File: config.mk
export PLATFORM = sky130hd
export DESIGN_NAME = hex_record_stream_parser_core_flat
export DESIGN_NICKNAME = d
export VERILOG_FILES = /design/src/hw/rtl/hrsp_pkg.sv /design/src/hw/rtl/hrsp_ifs.sv /design/src/hw/rtl/hrsp_parse.sv /design/src/hw/rtl/hrsp_outbuf.sv /design/src/hw/rtl/hex_record_stream_parser_core.sv /design/src/flat_wrapper.sv
export SDC_FILE = /design/constraint.sdc
export NUM_CORES = 1
export LEC_CHECK = 0
export ABC_AREA = 1
export BUFFER_PORTS_ARGS = -buffer_cell sky130_fd_sc_hd__buf_2
export CORE_MARGIN = 5
export CORE_UTILIZATION = 30
export CTS_CLUSTER_DIAMETER = 100
export CTS_CLUSTER_SIZE = 16
export DETAILED_ROUTE_END_ITERATION = 16
export PLACE_DENSITY = 0.5
export SLEW_MARGIN = 20
export SYNTH_ARGS = -nofsm -noshare
export SYNTH_HDL_FRONTEND = slang
export SYNTH_SLANG_ARGS = --single-unit
export TNS_END_PERCENT = 10
File: constraint.sdc
create_clock -name clk -period 12.01 [get_ports clk]
set_input_delay 0.6005 -clock clk [delete_from_list [all_inputs] [get_ports clk]]
set_output_delay 0.6005 -clock clk [all_outputs]
set_load 0.01 [all_outputs]
File: src/hw/rtl/hrsp_pkg.sv
// Package for the hex record stream parser.
// Result type, field positions, record types and result kinds.
// No dependencies.
`timescale 1ns / 1ps
`default_nettype none

package hrsp_pkg;

    // Offsets from the first start pattern byte
    localparam logic [8:0] POS_IDLE  = 9'd0;
    localparam logic [8:0] POS_COUNT = 9'd4;
    localparam logic [8:0] POS_ADDRH = 9'd5;
    localparam logic [8:0] POS_ADDRL = 9'd6;
    localparam logic [8:0] POS_TYPE  = 9'd7;
    localparam logic [8:0] POS_DATA  = 9'd8;

    // Record types
    localparam logic [7:0] TYPE_DATA    = 8'h00;
    localparam logic [7:0] TYPE_EOF     = 8'h01;
    localparam logic [7:0] TYPE_EXT_LIN = 8'h04;

    // Result kinds
    localparam logic KIND_DATA = 1'b0;
    localparam logic KIND_DONE = 1'b1;

    typedef struct packed {
        logic        kind;
        logic [7:0]  record_index;
        logic [7:0]  byte_offset;
        logic [15:0] low_address;
        logic [7:0]  data_value;
        logic [7:0]  record_type;
        logic        checksum_ok;
        logic [15:0] high_address;
        logic        end_of_file;
    } result_t;

endpackage

`default_nettype wire

File: src/hw/rtl/hrsp_ifs.sv
// Stream interfaces of the hex record stream parser.
// Valid/ready channels; no dependencies.
`timescale 1ns / 1ps
`default_nettype none

interface hrsp_in_if;
    logic       valid;
    logic       ready;
    logic [7:0] byte_value;
    logic       last_byte;

    modport source (output valid, output byte_value, output last_byte, input ready);
    modport sink   (input valid, input byte_value, input last_byte, output ready);
endinterface

interface hrsp_out_if;
    logic        valid;
    logic        ready;
    logic        kind;
    logic [7:0]  record_index;
    logic [7:0]  byte_offset;
    logic [15:0] low_address;
    logic [7:0]  data_value;
    logic [7:0]  record_type;
    logic        checksum_ok;
    logic [15:0] high_address;
    logic        end_of_file;

    modport source (output valid, output kind, output record_index, output byte_offset,
                    output low_address, output data_value, output record_type,
                    output checksum_ok, output high_address, output end_of_file,
                    input ready);
    modport sink   (input valid, input kind, input record_index, input byte_offset,
                    input low_address, input data_value, input record_type,
                    input checksum_ok, input high_address, input end_of_file,
                    output ready);
endinterface

`default_nettype wire

File: src/hw/rtl/hrsp_parse.sv
// Record parser state and per-byte update logic.
// Depends on hrsp_pkg.
`timescale 1ns / 1ps
`default_nettype none

module hrsp_parse
    import hrsp_pkg::*;
#(
    parameter int MAX_RECORDS = 256
)
(
    input  wire logic        clk,
    input  wire logic        rst_n,
    input  wire logic        step,
    input  wire logic [7:0]  byte_value,
    input  wire logic        last_byte,
    input  wire logic [31:0] start_marker,
    output result_t          result,
    output logic             result_valid
);

    localparam logic [7:0] CNT_TOP = 8'(MAX_RECORDS - 1);

    logic [23:0] window_reg,  window_next;
    logic [8:0]  pos_reg,     pos_next;
    logic [7:0]  count_reg,   count_next;
    logic [15:0] addr_reg,    addr_next;
    logic [7:0]  type_reg,    type_next;
    logic [7:0]  sum_reg,     sum_next;
    logic [7:0]  rec_cnt_reg, rec_cnt_next;
    logic [15:0] upper_reg,   upper_next;

    logic [31:0] four;
    logic [8:0]  csum_pos;
    logic [7:0]  offset;
    logic [7:0]  cur_index;

    assign four      = {window_reg, byte_value};
    assign csum_pos  = {1'b0, count_reg} + POS_DATA;
    assign offset    = 8'(pos_reg - POS_DATA);
    assign cur_index = (rec_cnt_reg == 8'd0) ? CNT_TOP : rec_cnt_reg - 8'd1;

    always_comb
    begin
        window_next  = four[23:0];
        pos_next     = pos_reg;
        count_next   = count_reg;
        addr_next    = addr_reg;
        type_next    = type_reg;
        sum_next     = sum_reg;
        rec_cnt_next = rec_cnt_reg;
        upper_next   = upper_reg;

        result_valid        = 1'b0;
        result.kind         = KIND_DATA;
        result.record_index = cur_index;
        result.byte_offset  = 8'd0;
        result.low_address  = addr_reg;
        result.data_value   = 8'd0;
        result.record_type  = type_reg;
        result.checksum_ok  = 1'b0;
        result.high_address = upper_reg;
        result.end_of_file  = 1'b0;

        if (four == start_marker)
        begin
            pos_next     = POS_COUNT;
            count_next   = 8'd0;
            addr_next    = 16'd0;
            type_next    = 8'd0;
            sum_next     = 8'd0;
            rec_cnt_next = (rec_cnt_reg == CNT_TOP) ? 8'd0 : rec_cnt_reg + 8'd1;
        end
        else if (pos_reg != POS_IDLE)
        begin
            if (pos_reg >= POS_DATA && pos_reg == csum_pos)
            begin
                // checksum byte closes the record
                result_valid       = 1'b1;
                result.kind        = KIND_DONE;
                result.checksum_ok = ((8'd0 - sum_reg) == byte_value);
                result.end_of_file = (type_reg == TYPE_EOF);
                pos_next           = POS_IDLE;
            end
            else
            begin
                sum_next = sum_reg + byte_value;
                if (pos_reg == POS_COUNT)
                    count_next = byte_value;
                else if (pos_reg == POS_ADDRH)
                    addr_next = {byte_value, addr_reg[7:0]};
                else if (pos_reg == POS_ADDRL)
                    addr_next = {addr_reg[15:8], byte_value};
                else if (pos_reg == POS_TYPE)
                    type_next = byte_value;
                else if (type_reg == TYPE_DATA)
                begin
                    result_valid       = 1'b1;
                    result.byte_offset = offset;
                    result.data_value  = byte_value;
                end
                else if (type_reg == TYPE_EXT_LIN)
                begin
                    if (offset == 8'd0)
                        upper_next = {byte_value, 8'd0};
                    else if (offset == 8'd1)
                        upper_next = {upper_reg[15:8], byte_value};
                end
                pos_next = pos_reg + 9'd1;
            end
        end

        if (last_byte)
        begin
            rec_cnt_next = 8'd0;
            window_next  = 24'd0;
            pos_next     = POS_IDLE;
        end
    end

    always_ff @(posedge clk or negedge rst_n)
    begin
        if (!rst_n)
        begin
            window_reg  <= '0;
            pos_reg     <= POS_IDLE;
            count_reg   <= '0;
            addr_reg    <= '0;
            type_reg    <= '0;
            sum_reg     <= '0;
            rec_cnt_reg <= '0;
            upper_reg   <= '0;
        end
        else if (step)
        begin
            window_reg  <= window_next;
            pos_reg     <= pos_next;
            count_reg   <= count_next;
            addr_reg    <= addr_next;
            type_reg    <= type_next;
            sum_reg     <= sum_next;
            rec_cnt_reg <= rec_cnt_next;
            upper_reg   <= upper_next;
        end
    end

endmodule

`default_nettype wire

File: src/hw/rtl/hrsp_outbuf.sv
// Two-entry result buffer between the parser and the output channel.
// Depends on hrsp_pkg.
`timescale 1ns / 1ps
`default_nettype none

module hrsp_outbuf
    import hrsp_pkg::*;
(
    input  wire logic    clk,
    input  wire logic    rst_n,
    input  wire logic    push,
    input  wire result_t push_data,
    input  wire logic    pop,
    output result_t      head,
    output logic         not_empty,
    output logic         full
);

    result_t    slot_reg [2];
    logic       wr_ptr_reg, wr_ptr_next;
    logic       rd_ptr_reg, rd_ptr_next;
    logic [1:0] count_reg,  count_next;

    assign head      = slot_reg[rd_ptr_reg];
    assign not_empty = (count_reg != 2'd0);
    assign full      = (count_reg == 2'd2);

    always_comb
    begin
        wr_ptr_next = push ? ~wr_ptr_reg : wr_ptr_reg;
        rd_ptr_next = pop  ? ~rd_ptr_reg : rd_ptr_reg;
        count_next  = count_reg + {1'b0, push} - {1'b0, pop};
    end

    always_ff @(posedge clk)
    begin
        if (push)
            slot_reg[wr_ptr_reg] <= push_data;
    end

    always_ff @(posedge clk or negedge rst_n)
    begin
        if (!rst_n)
        begin
            wr_ptr_reg <= 1'b0;
            rd_ptr_reg <= 1'b0;
            count_reg  <= 2'd0;
        end
        else
        begin
            wr_ptr_reg <= wr_ptr_next;
            rd_ptr_reg <= rd_ptr_next;
            count_reg  <= count_next;
        end
    end

endmodule

`default_nettype wire

File: src/hw/rtl/hex_record_stream_parser_core.sv
// Top level of the hex record stream parser.
// Depends on hrsp_pkg, hrsp_ifs, hrsp_parse and hrsp_outbuf.
//
//  channel       dir  payload                               transfer when
//  in_stream     in   byte_value[7:0], last_byte            valid & ready
//  out_stream    out  kind .. end_of_file (result_t)        valid & ready
//  start_marker  in   32-bit pattern, start_marker_we       we high at clk edge
//
// Cycles: one byte per cycle while the output buffer has room. A byte is taken
// into an input register, parsed from there, and its result (if any) is written
// into a two-entry output buffer that drives the output channel.
// Reset: rst_n asynchronous, active low; clears parser state, marker and buffers.
// Stalls: the parse step waits only while the output buffer holds two results;
// the input register keeps taking a byte whenever the parse step moves.
`timescale 1ns / 1ps
`default_nettype none

module hex_record_stream_parser_core
    import hrsp_pkg::*;
#(
    parameter int MAX_RECORDS = 256
)
(
    input  wire logic        clk,
    input  wire logic        rst_n,
    hrsp_in_if.sink          in_stream,
    hrsp_out_if.source       out_stream,
    input  wire logic        start_marker_we,
    input  wire logic [31:0] start_marker
);

    // configuration register: pattern, first byte in bits 31..24
    logic [31:0] marker_reg;

    always_ff @(posedge clk or negedge rst_n)
    begin
        if (!rst_n)
            marker_reg <= 32'd0;
        else if (start_marker_we)
            marker_reg <= start_marker;
    end

    // input register stage
    logic       s1_valid_reg;
    logic [7:0] s1_byte_reg;
    logic       s1_last_reg;
    logic       step;
    logic       buf_full;

    // parse only with room for a result, so nothing is ever dropped
    assign step            = s1_valid_reg && !buf_full;
    assign in_stream.ready = !s1_valid_reg || step;

    always_ff @(posedge clk or negedge rst_n)
    begin
        if (!rst_n)
            s1_valid_reg <= 1'b0;
        else if (in_stream.ready)
            s1_valid_reg <= in_stream.valid;
    end

    always_ff @(posedge clk)
    begin
        if (in_stream.valid && in_stream.ready)
        begin
            s1_byte_reg <= in_stream.byte_value;
            s1_last_reg <= in_stream.last_byte;
        end
    end

    // parser: window compare, field capture, checksum add
    result_t parse_result;
    logic    parse_valid;

    hrsp_parse #(
        .MAX_RECORDS (MAX_RECORDS)
    ) u_parse (
        .clk          (clk),
        .rst_n        (rst_n),
        .step         (step),
        .byte_value   (s1_byte_reg),
        .last_byte    (s1_last_reg),
        .start_marker (marker_reg),
        .result       (parse_result),
        .result_valid (parse_valid)
    );

    // output buffer decouples the parser from sink stalls
    result_t head;
    logic    buf_not_empty;

    hrsp_outbuf u_outbuf (
        .clk       (clk),
        .rst_n     (rst_n),
        .push      (step && parse_valid),
        .push_data (parse_result),
        .pop       (out_stream.valid && out_stream.ready),
        .head      (head),
        .not_empty (buf_not_empty),
        .full      (buf_full)
    );

    assign out_stream.valid        = buf_not_empty;
    assign out_stream.kind         = head.kind;
    assign out_stream.record_index = head.record_index;
    assign out_stream.byte_offset  = head.byte_offset;
    assign out_stream.low_address  = head.low_address;
    assign out_stream.data_value   = head.data_value;
    assign out_stream.record_type  = head.record_type;
    assign out_stream.checksum_ok  = head.checksum_ok;
    assign out_stream.high_address = head.high_address;
    assign out_stream.end_of_file  = head.end_of_file;

endmodule

`default_nettype wire

File: src/flat_wrapper.sv
// flat-port wrapper written by rule: the top's interface ports become plain ports
module hex_record_stream_parser_core_flat import hrsp_pkg::*;
#(
    parameter int MAX_RECORDS = 256
)
  (clk, rst_n, start_marker_we, start_marker, in_stream_valid, in_stream_byte_value, in_stream_last_byte, in_stream_ready, out_stream_valid, out_stream_kind, out_stream_record_index, out_stream_byte_offset, out_stream_low_address, out_stream_data_value, out_stream_record_type, out_stream_checksum_ok, out_stream_high_address, out_stream_end_of_file, out_stream_ready);
  hrsp_in_if in_stream_i ();
  hrsp_out_if out_stream_i ();
  input  wire logic clk;
  input  wire logic rst_n;
  input  wire logic start_marker_we;
  input  wire logic [31:0] start_marker;
  input wire logic [$bits(in_stream_i.valid)-1:0] in_stream_valid;
  input wire logic [$bits(in_stream_i.byte_value)-1:0] in_stream_byte_value;
  input wire logic [$bits(in_stream_i.last_byte)-1:0] in_stream_last_byte;
  output wire logic [$bits(in_stream_i.ready)-1:0] in_stream_ready;
  output wire logic [$bits(out_stream_i.valid)-1:0] out_stream_valid;
  output wire logic [$bits(out_stream_i.kind)-1:0] out_stream_kind;
  output wire logic [$bits(out_stream_i.record_index)-1:0] out_stream_record_index;
  output wire logic [$bits(out_stream_i.byte_offset)-1:0] out_stream_byte_offset;
  output wire logic [$bits(out_stream_i.low_address)-1:0] out_stream_low_address;
  output wire logic [$bits(out_stream_i.data_value)-1:0] out_stream_data_value;
  output wire logic [$bits(out_stream_i.record_type)-1:0] out_stream_record_type;
  output wire logic [$bits(out_stream_i.checksum_ok)-1:0] out_stream_checksum_ok;
  output wire logic [$bits(out_stream_i.high_address)-1:0] out_stream_high_address;
  output wire logic [$bits(out_stream_i.end_of_file)-1:0] out_stream_end_of_file;
  input wire logic [$bits(out_stream_i.ready)-1:0] out_stream_ready;
  assign in_stream_i.valid = in_stream_valid;
  assign in_stream_i.byte_value = in_stream_byte_value;
  assign in_stream_i.last_byte = in_stream_last_byte;
  assign in_stream_ready = in_stream_i.ready;
  assign out_stream_valid = out_stream_i.valid;
  assign out_stream_kind = out_stream_i.kind;
  assign out_stream_record_index = out_stream_i.record_index;
  assign out_stream_byte_offset = out_stream_i.byte_offset;
  assign out_stream_low_address = out_stream_i.low_address;
  assign out_stream_data_value = out_stream_i.data_value;
  assign out_stream_record_type = out_stream_i.record_type;
  assign out_stream_checksum_ok = out_stream_i.checksum_ok;
  assign out_stream_high_address = out_stream_i.high_address;
  assign out_stream_end_of_file = out_stream_i.end_of_file;
  assign out_stream_i.ready = out_stream_ready;
  hex_record_stream_parser_core #(.MAX_RECORDS(MAX_RECORDS)) u_core (.clk(clk), .rst_n(rst_n), .in_stream(in_stream_i), .out_stream(out_stream_i), .start_marker_we(start_marker_we), .start_marker(start_marker));
endmodule
==> flow_summary.ini, run 1 <==
[outcome]
status = finished, final reports clean

[timing]
period_share = 0.294
fin_worst_skew_ns = 0.0253
slew_violations = 0
setup_tns_ns = 0
worstMarginPinSlew_ns = 0.996
fmax_mhz = 283
grt_setup_unrepaired = false
worst_slack_ns = 8.47
hold_viol_final = 0
setup_viol = 0
period_needed_ns = 3.54
max_slew_margin = 0.336

[synth]
ys_warn_count = 0
yosysTopAreaCellShare = 0.330
synth-edff-count = 143
syn_nets = 1443
ys_ff_latch = 277
avgSynthCellArea_um2 = 9.45
synth_compound_area_frac = 0.0407
synthArstFlopShare = 0.484
synth_cells = 1376
yosysSeqAreaShare = 0.588
synth-simple-area-share = 0.246
yosysUniqueCellTypes = 43
synth_xor_area_frac = 0.0323
muxShareOfSynthArea = 0.0182
synth_fa_ha_area_frac = 0.0208
syn-cell-area_um2 = 13000
yosys.area.top_type = edfxtp_1
synth_top_family_by_area = simple AND/OR/NAND/NOR gates
synthTopCellsByArea = edfxtp_1 (33%), dfrtp_1 (26%), nand2_1 (14%)
ys.flop_type = edfxtp_1

[floorplanning]
row_count = 76
io_pins = 115
die_area_um2 = 47600
initial_utilization = 0.303
die_x_um = 218
dieHeight_um = 218
fp.coreArea_um2 = 43000

[clock_tree]
ctsHoldBuffers = 0
cts.sinks = 277
cts_resized = 0
cts_buffer_depth = 3
clk_pin_slew_ns = 0.08
postCtsSetupBuffers = 0
cts_root_buf = clkbuf_16
clock_latency_ns = 0.54
htreeDepth = 1
cts_buffers = 21
tritoncts = built

[pwr]
power.density_nw_per_um2 = 214
ir_worst_vdd_mv = 0.102
total_leakage_power_nw = 6.76

[route]
finalWirelength_mm = 32.7
drt_iter0_markers = 573
wire_per_inst_um = 15.8
vias = 9303
ant_nets = 0
viasPerCell = 4.50
first_pass_iters = 6
drcViolationCount = 0

[setup_path]
crit_fanout = 67
crit_type = reg -> reg
crit_required_ns = 12.16
arrival_ns = 3.68
endpoint_kind = flip-flop
cp-start-kind = flip-flop

[final_layout]
largest_reg_flops = 134
drive_above_1_share = 0.144
area_growth_syn_to_layout_pct = 13.2
antenna-diode-count = 0
nets = 1536

[placed_design]
place_hpwl_mm = 22.8
port_buffers = 114
gp_congestion = 0.890
pre_cts_slack_ns = 8.47

[grt]
first_global_vias = 9117
overflow = 0
grt_usage = 0.136
grt_pass1_wl_mm = 51.8
antenna_found_initial = 0
grt_max_degree = 71

[flow_run]
max_cap_viol_count = 0

[worst_hold_path]
hold_path_class = in -> async
-- logic make-up (layout without fill, tap and decap cells) --
group,after synthesis,after routing
AO/OA/AOI/OAI,94,94
XOR/XNOR,48,48
adder cells (fa/ha/maj),21,21
buffers and inverters,166,273
flip-flops,277,277
multiplexers,21,21
AND/OR/NAND/NOR,749,749
-- layout make-up --
class / count / area [um2]
clock buffers: 35 / 578
clock inverters: 2 / 25.0
fillers: 4481 / 28300
inverters: 114 / 430
multi-input cells: 933 / 4660
flip-flops and latches: 277 / 7650
well taps: 585 / 732
repair buffers: 122 / 637
-- path summary, 6_finish.rpt --
kind	startpoint	endpoint	slack [ns]	depth (start not counted)
min in group clk	in_stream_byte_value[7]	u_core.s1_byte_reg[7]$_DFFE_PP_	0.24	1
setup reg to reg	u_core.s1_byte_reg[1]$_DFFE_PP_	u_core.u_outbuf.slot_reg[0][11]$_DFFE_PP_	8.47	12
hold reg to reg	u_core.u_parse.addr_reg[7]$_DFFE_PN0P_	u_core.u_outbuf.slot_reg[0][41]$_DFFE_PP_	0.48	0
max in group asynchronous	rst_n	u_core.u_outbuf.rd_ptr_reg$_DFFE_PN0P_	10.56	2
setup / recovery	u_core.s1_byte_reg[1]$_DFFE_PP_	u_core.u_outbuf.slot_reg[0][11]$_DFFE_PP_	8.47	12
hold / removal	rst_n	u_core.marker_reg[6]$_DFFE_PN0P_	0.05	1
-- per-layer routing --
layer | share of wire | routed length (um) | track usage
met1 | 0.48 | 15900 | 0.198
met2 | 0.45 | 14600 | 0.213
met3 | 0.044 | 1450 | 0.0217
met4 | 0.023 | 767 | 0.0347
met5 | 0 | 0 | 0
-- stage by stage --
stage               power [mW]  area, um2  cells  hold WS [ns]  utilization
floorplan                 2.12      13000   1376         0.305            -
global placement          2.53      14100   2031         0.462        0.328
detailed placement        2.54      14100   2031         0.464        0.328
CTS                       3.21      14700   2068        0.0555        0.342
global route              3.40      14700   2068        0.0887        0.342
finish                    3.15      14700   2068        0.0459        0.342
-- cells in the final DEF (no fill, tap or decap), types with 31 or more instances in the layout --
cell      netlist  routed
nand2_1       494     494
xnor2_1        31      31
dfrtp_1       134     133
nor2_1         92      91
nand3_1        90      90
o21ai_0        60      60
edfxtp_1      143     143
buf_2          13     113
inv_1         103     102
-- synthesized netlist by cell type (5+ instances only) --
library cell / number
o21ai_0: 60
nand3_1: 90
dfrtp_1: 134
clkbuf_1: 26
edfxtp_1: 143
o31ai_1: 9
xor2_1: 17
xnor2_1: 31
inv_2: 8
inv_1: 103
a21oi_1: 11
nor2_1: 92
ha_1: 20
nand2_1: 494
nor3_1: 19
nor2_2: 6
nand2_2: 7
buf_6: 7
nand4_1: 17
buf_2: 13
o21ai_1: 7
nand3b_1: 5
mux2_2: 21
-- power breakdown --
| group | leakage (nW) | total [mW] | switching, mW | internal, mW |
|---|---|---|---|---|
| sequential | 3.08 | 1.36 | 0.116 | 1.25 |
| combinational | 3.39 | 1.13 | 0.767 | 0.360 |
| clock | 0.287 | 0.664 | 0.332 | 0.332 |
-- worst max-delay path, cell delays in order, from the launching register on --
cell	delay [ns]
edfxtp_1	0.55
inv_1	0.18
nand2_1	0.07
nand4_1	0.08
nor2_1	0.06
nand2_1	0.06
nor2_2	0.04
nand2_2	0.56
inv_1	0.31
nor2_1	0.19
nand2_1	0.14
nor2_4	0.10
buf_4	0.68
Power figures use the tool's default switching activity.
==> run 2, diff against run 1 <==
clock period = 3.5 ns   (was 12.01 ns; I/O delays follow)
==> flow_summary.ini, run 2 (synthesis gave the netlist of run 1 again) <==
[timing]
grt_setup_unrepaired = false
setup_tns_ns = 0
hold_viol_final = 0
worstMarginPinSlew_ns = 0.950
period_needed_ns = 2.85
period_share = 0.814
setup_viol = 0
fmax_mhz = 351
max_slew_margin = 0.364
slew_violations = 0
fin_worst_skew_ns = 0.0186

[setup_path]
r2r_cells = 10
crit_start = u_core.u_parse.pos_reg[0]$_DFFE_PN0P_
rr_endpoint = u_core.u_outbuf.slot_reg[0][2]$_DFFE_PP_
r2r-start = u_core.u_parse.pos_reg[0]$_DFFE_PN0P_
crit_required_ns = 3.66
critPathCapture = u_core.u_outbuf.slot_reg[0][2]$_DFFE_PP_
arrival_ns = 3.02
cp-start-kind = flip-flop
crit_type = reg -> reg
endpoint_kind = flip-flop
reg2reg_slack_ns = 0.65
crit_fanout = 67

[worst_hold_path]
hold_path_class = in -> reg

[final_layout]
area_growth_syn_to_layout_pct = 17.3
final_cell_mix = nand2_1 (494), edfxtp_1 (143), dfrtp_1 (133), buf_2 (113), inv_1 (102)
nets = 1585
fin_util = 0.355
regArea_um2 = 7650
fillCellCount = 4446
largest_reg_flops = 134
drive_above_1_share = 0.143
antenna-diode-count = 0
multiInputGateArea_um2 = 4660
layout_commonest_cell = nand2_1

[floorplanning]
fp.coreArea_um2 = 43000
die_area_um2 = 47600
die_x_um = 218
row_count = 76
io_pins = 115
dieHeight_um = 218
initial_utilization = 0.303

[clock_tree]
cts.sinks = 277
clk_pin_slew_ns = 0.07
clock_latency_ns = 0.53
tritoncts = built
cts_root_buf = clkbuf_16
postCtsSetupBuffers = 0
cts_buffers = 21
cts_resized = 0
htreeDepth = 1
cts_buffer_depth = 3

[grt]
antenna_found_initial = 0
first_global_vias = 8988
grt_max_degree = 88
overflow = 0
grt_usage = 0.133
grt_pass1_wl_mm = 50.8

[route]
wire_per_inst_um = 15.1
first_pass_iters = 5
drt_iter0_markers = 581
drcViolationCount = 0
vias = 9350
ant_nets = 0
finalWirelength_mm = 32.1
viasPerCell = 4.41

[pwr]
ir_worst_vdd_mv = 0.467
power.density_nw_per_um2 = 717
p_total_mw = 10.9
total_leakage_power_nw = 6.98

[placed_design]
gp_congestion = 0.864
port_buffers = 114
place_hpwl_mm = 21.6

[flow_run]
max_cap_viol_count = 0

[outcome]
status = finished, final reports clean
run 2: cell count changes in the layout (fill, tap and decap cells not counted):
cell,before,now
buf_12,0,4
buf_4,8,9
clkbuf_1,14,15
dlygate4sd3_1,0,44
run 2: area by class of cell:
type	instances	area share
sequential	277	0.502
timing repair buffer	171	0.0764
clock buffer	36	0.0382
inverter	114	0.0282
clock inverter	2	0.00164
tap	585	0.0480
multi-input combinational	933	0.306
run 2: power by group:
part,leakage [nW],internal (mW),switching [mW]
logic,3.61,1.32,2.63
registers,3.08,4.27,0.414
clock network,0.288,1.14,1.14
run 2: worst max-delay path: stages, from the launching register on:
cell,delay (ns)
dfrtp_1,0.41
inv_1,0.15
ha_1,0.30
nand2_2,0.13
nor3_2,0.07
nor2_2,0.24
clkinv_1,0.30
nor2_1,0.22
nand2_1,0.14
nor2_4,0.12
buf_12,0.30
run 2: stage by stage:
step | area [um2] | hold slack, ns | setup slack, ns | instances
global route | 15200 | 0.297 | 0.446 | 2118
floorplan | 13000 | -0.121 | 0.202 | 1376
CTS | 15200 | 0.255 | 0.655 | 2118
global placement | 14200 | 0.340 | 0.763 | 2036
finish | 15200 | 0.273 | 0.650 | 2118
detailed placement | 14200 | 0.340 | 0.695 | 2036
run 2: how the worst min path moves through the flow:
stage / endpoint / start / depth (start not counted)
global route: u_core.marker_reg[24]$_DFFE_PN0P_ / start_marker_we / 3
floorplan: u_core.marker_reg[0]$_DFFE_PN0P_ / rst_n / 0
finish: u_core.marker_reg[27]$_DFFE_PN0P_ / start_marker_we / 3
global placement: u_core.marker_reg[3]$_DFFE_PN0P_ / rst_n / 1
CTS: u_core.marker_reg[27]$_DFFE_PN0P_ / start_marker_we / 3
detailed placement: u_core.marker_reg[3]$_DFFE_PN0P_ / rst_n / 1
run 2: metal layers:
layer,up-vias,routed length (um),part of all wire,GRT usage
li1,4737,-,-,-
met1,4416,15500,0.48,0.192
met2,163,14700,0.46,0.214
met3,34,1300,0.041,0.0187
met4,0,617,0.019,0.0281
met5,-,0,0,0
run 2: what timing repair did:
action,in CTS,in global routing
setup endpoints to repair,0,0
endpoints found under the hold margin,129,0
hold buffers,44,0
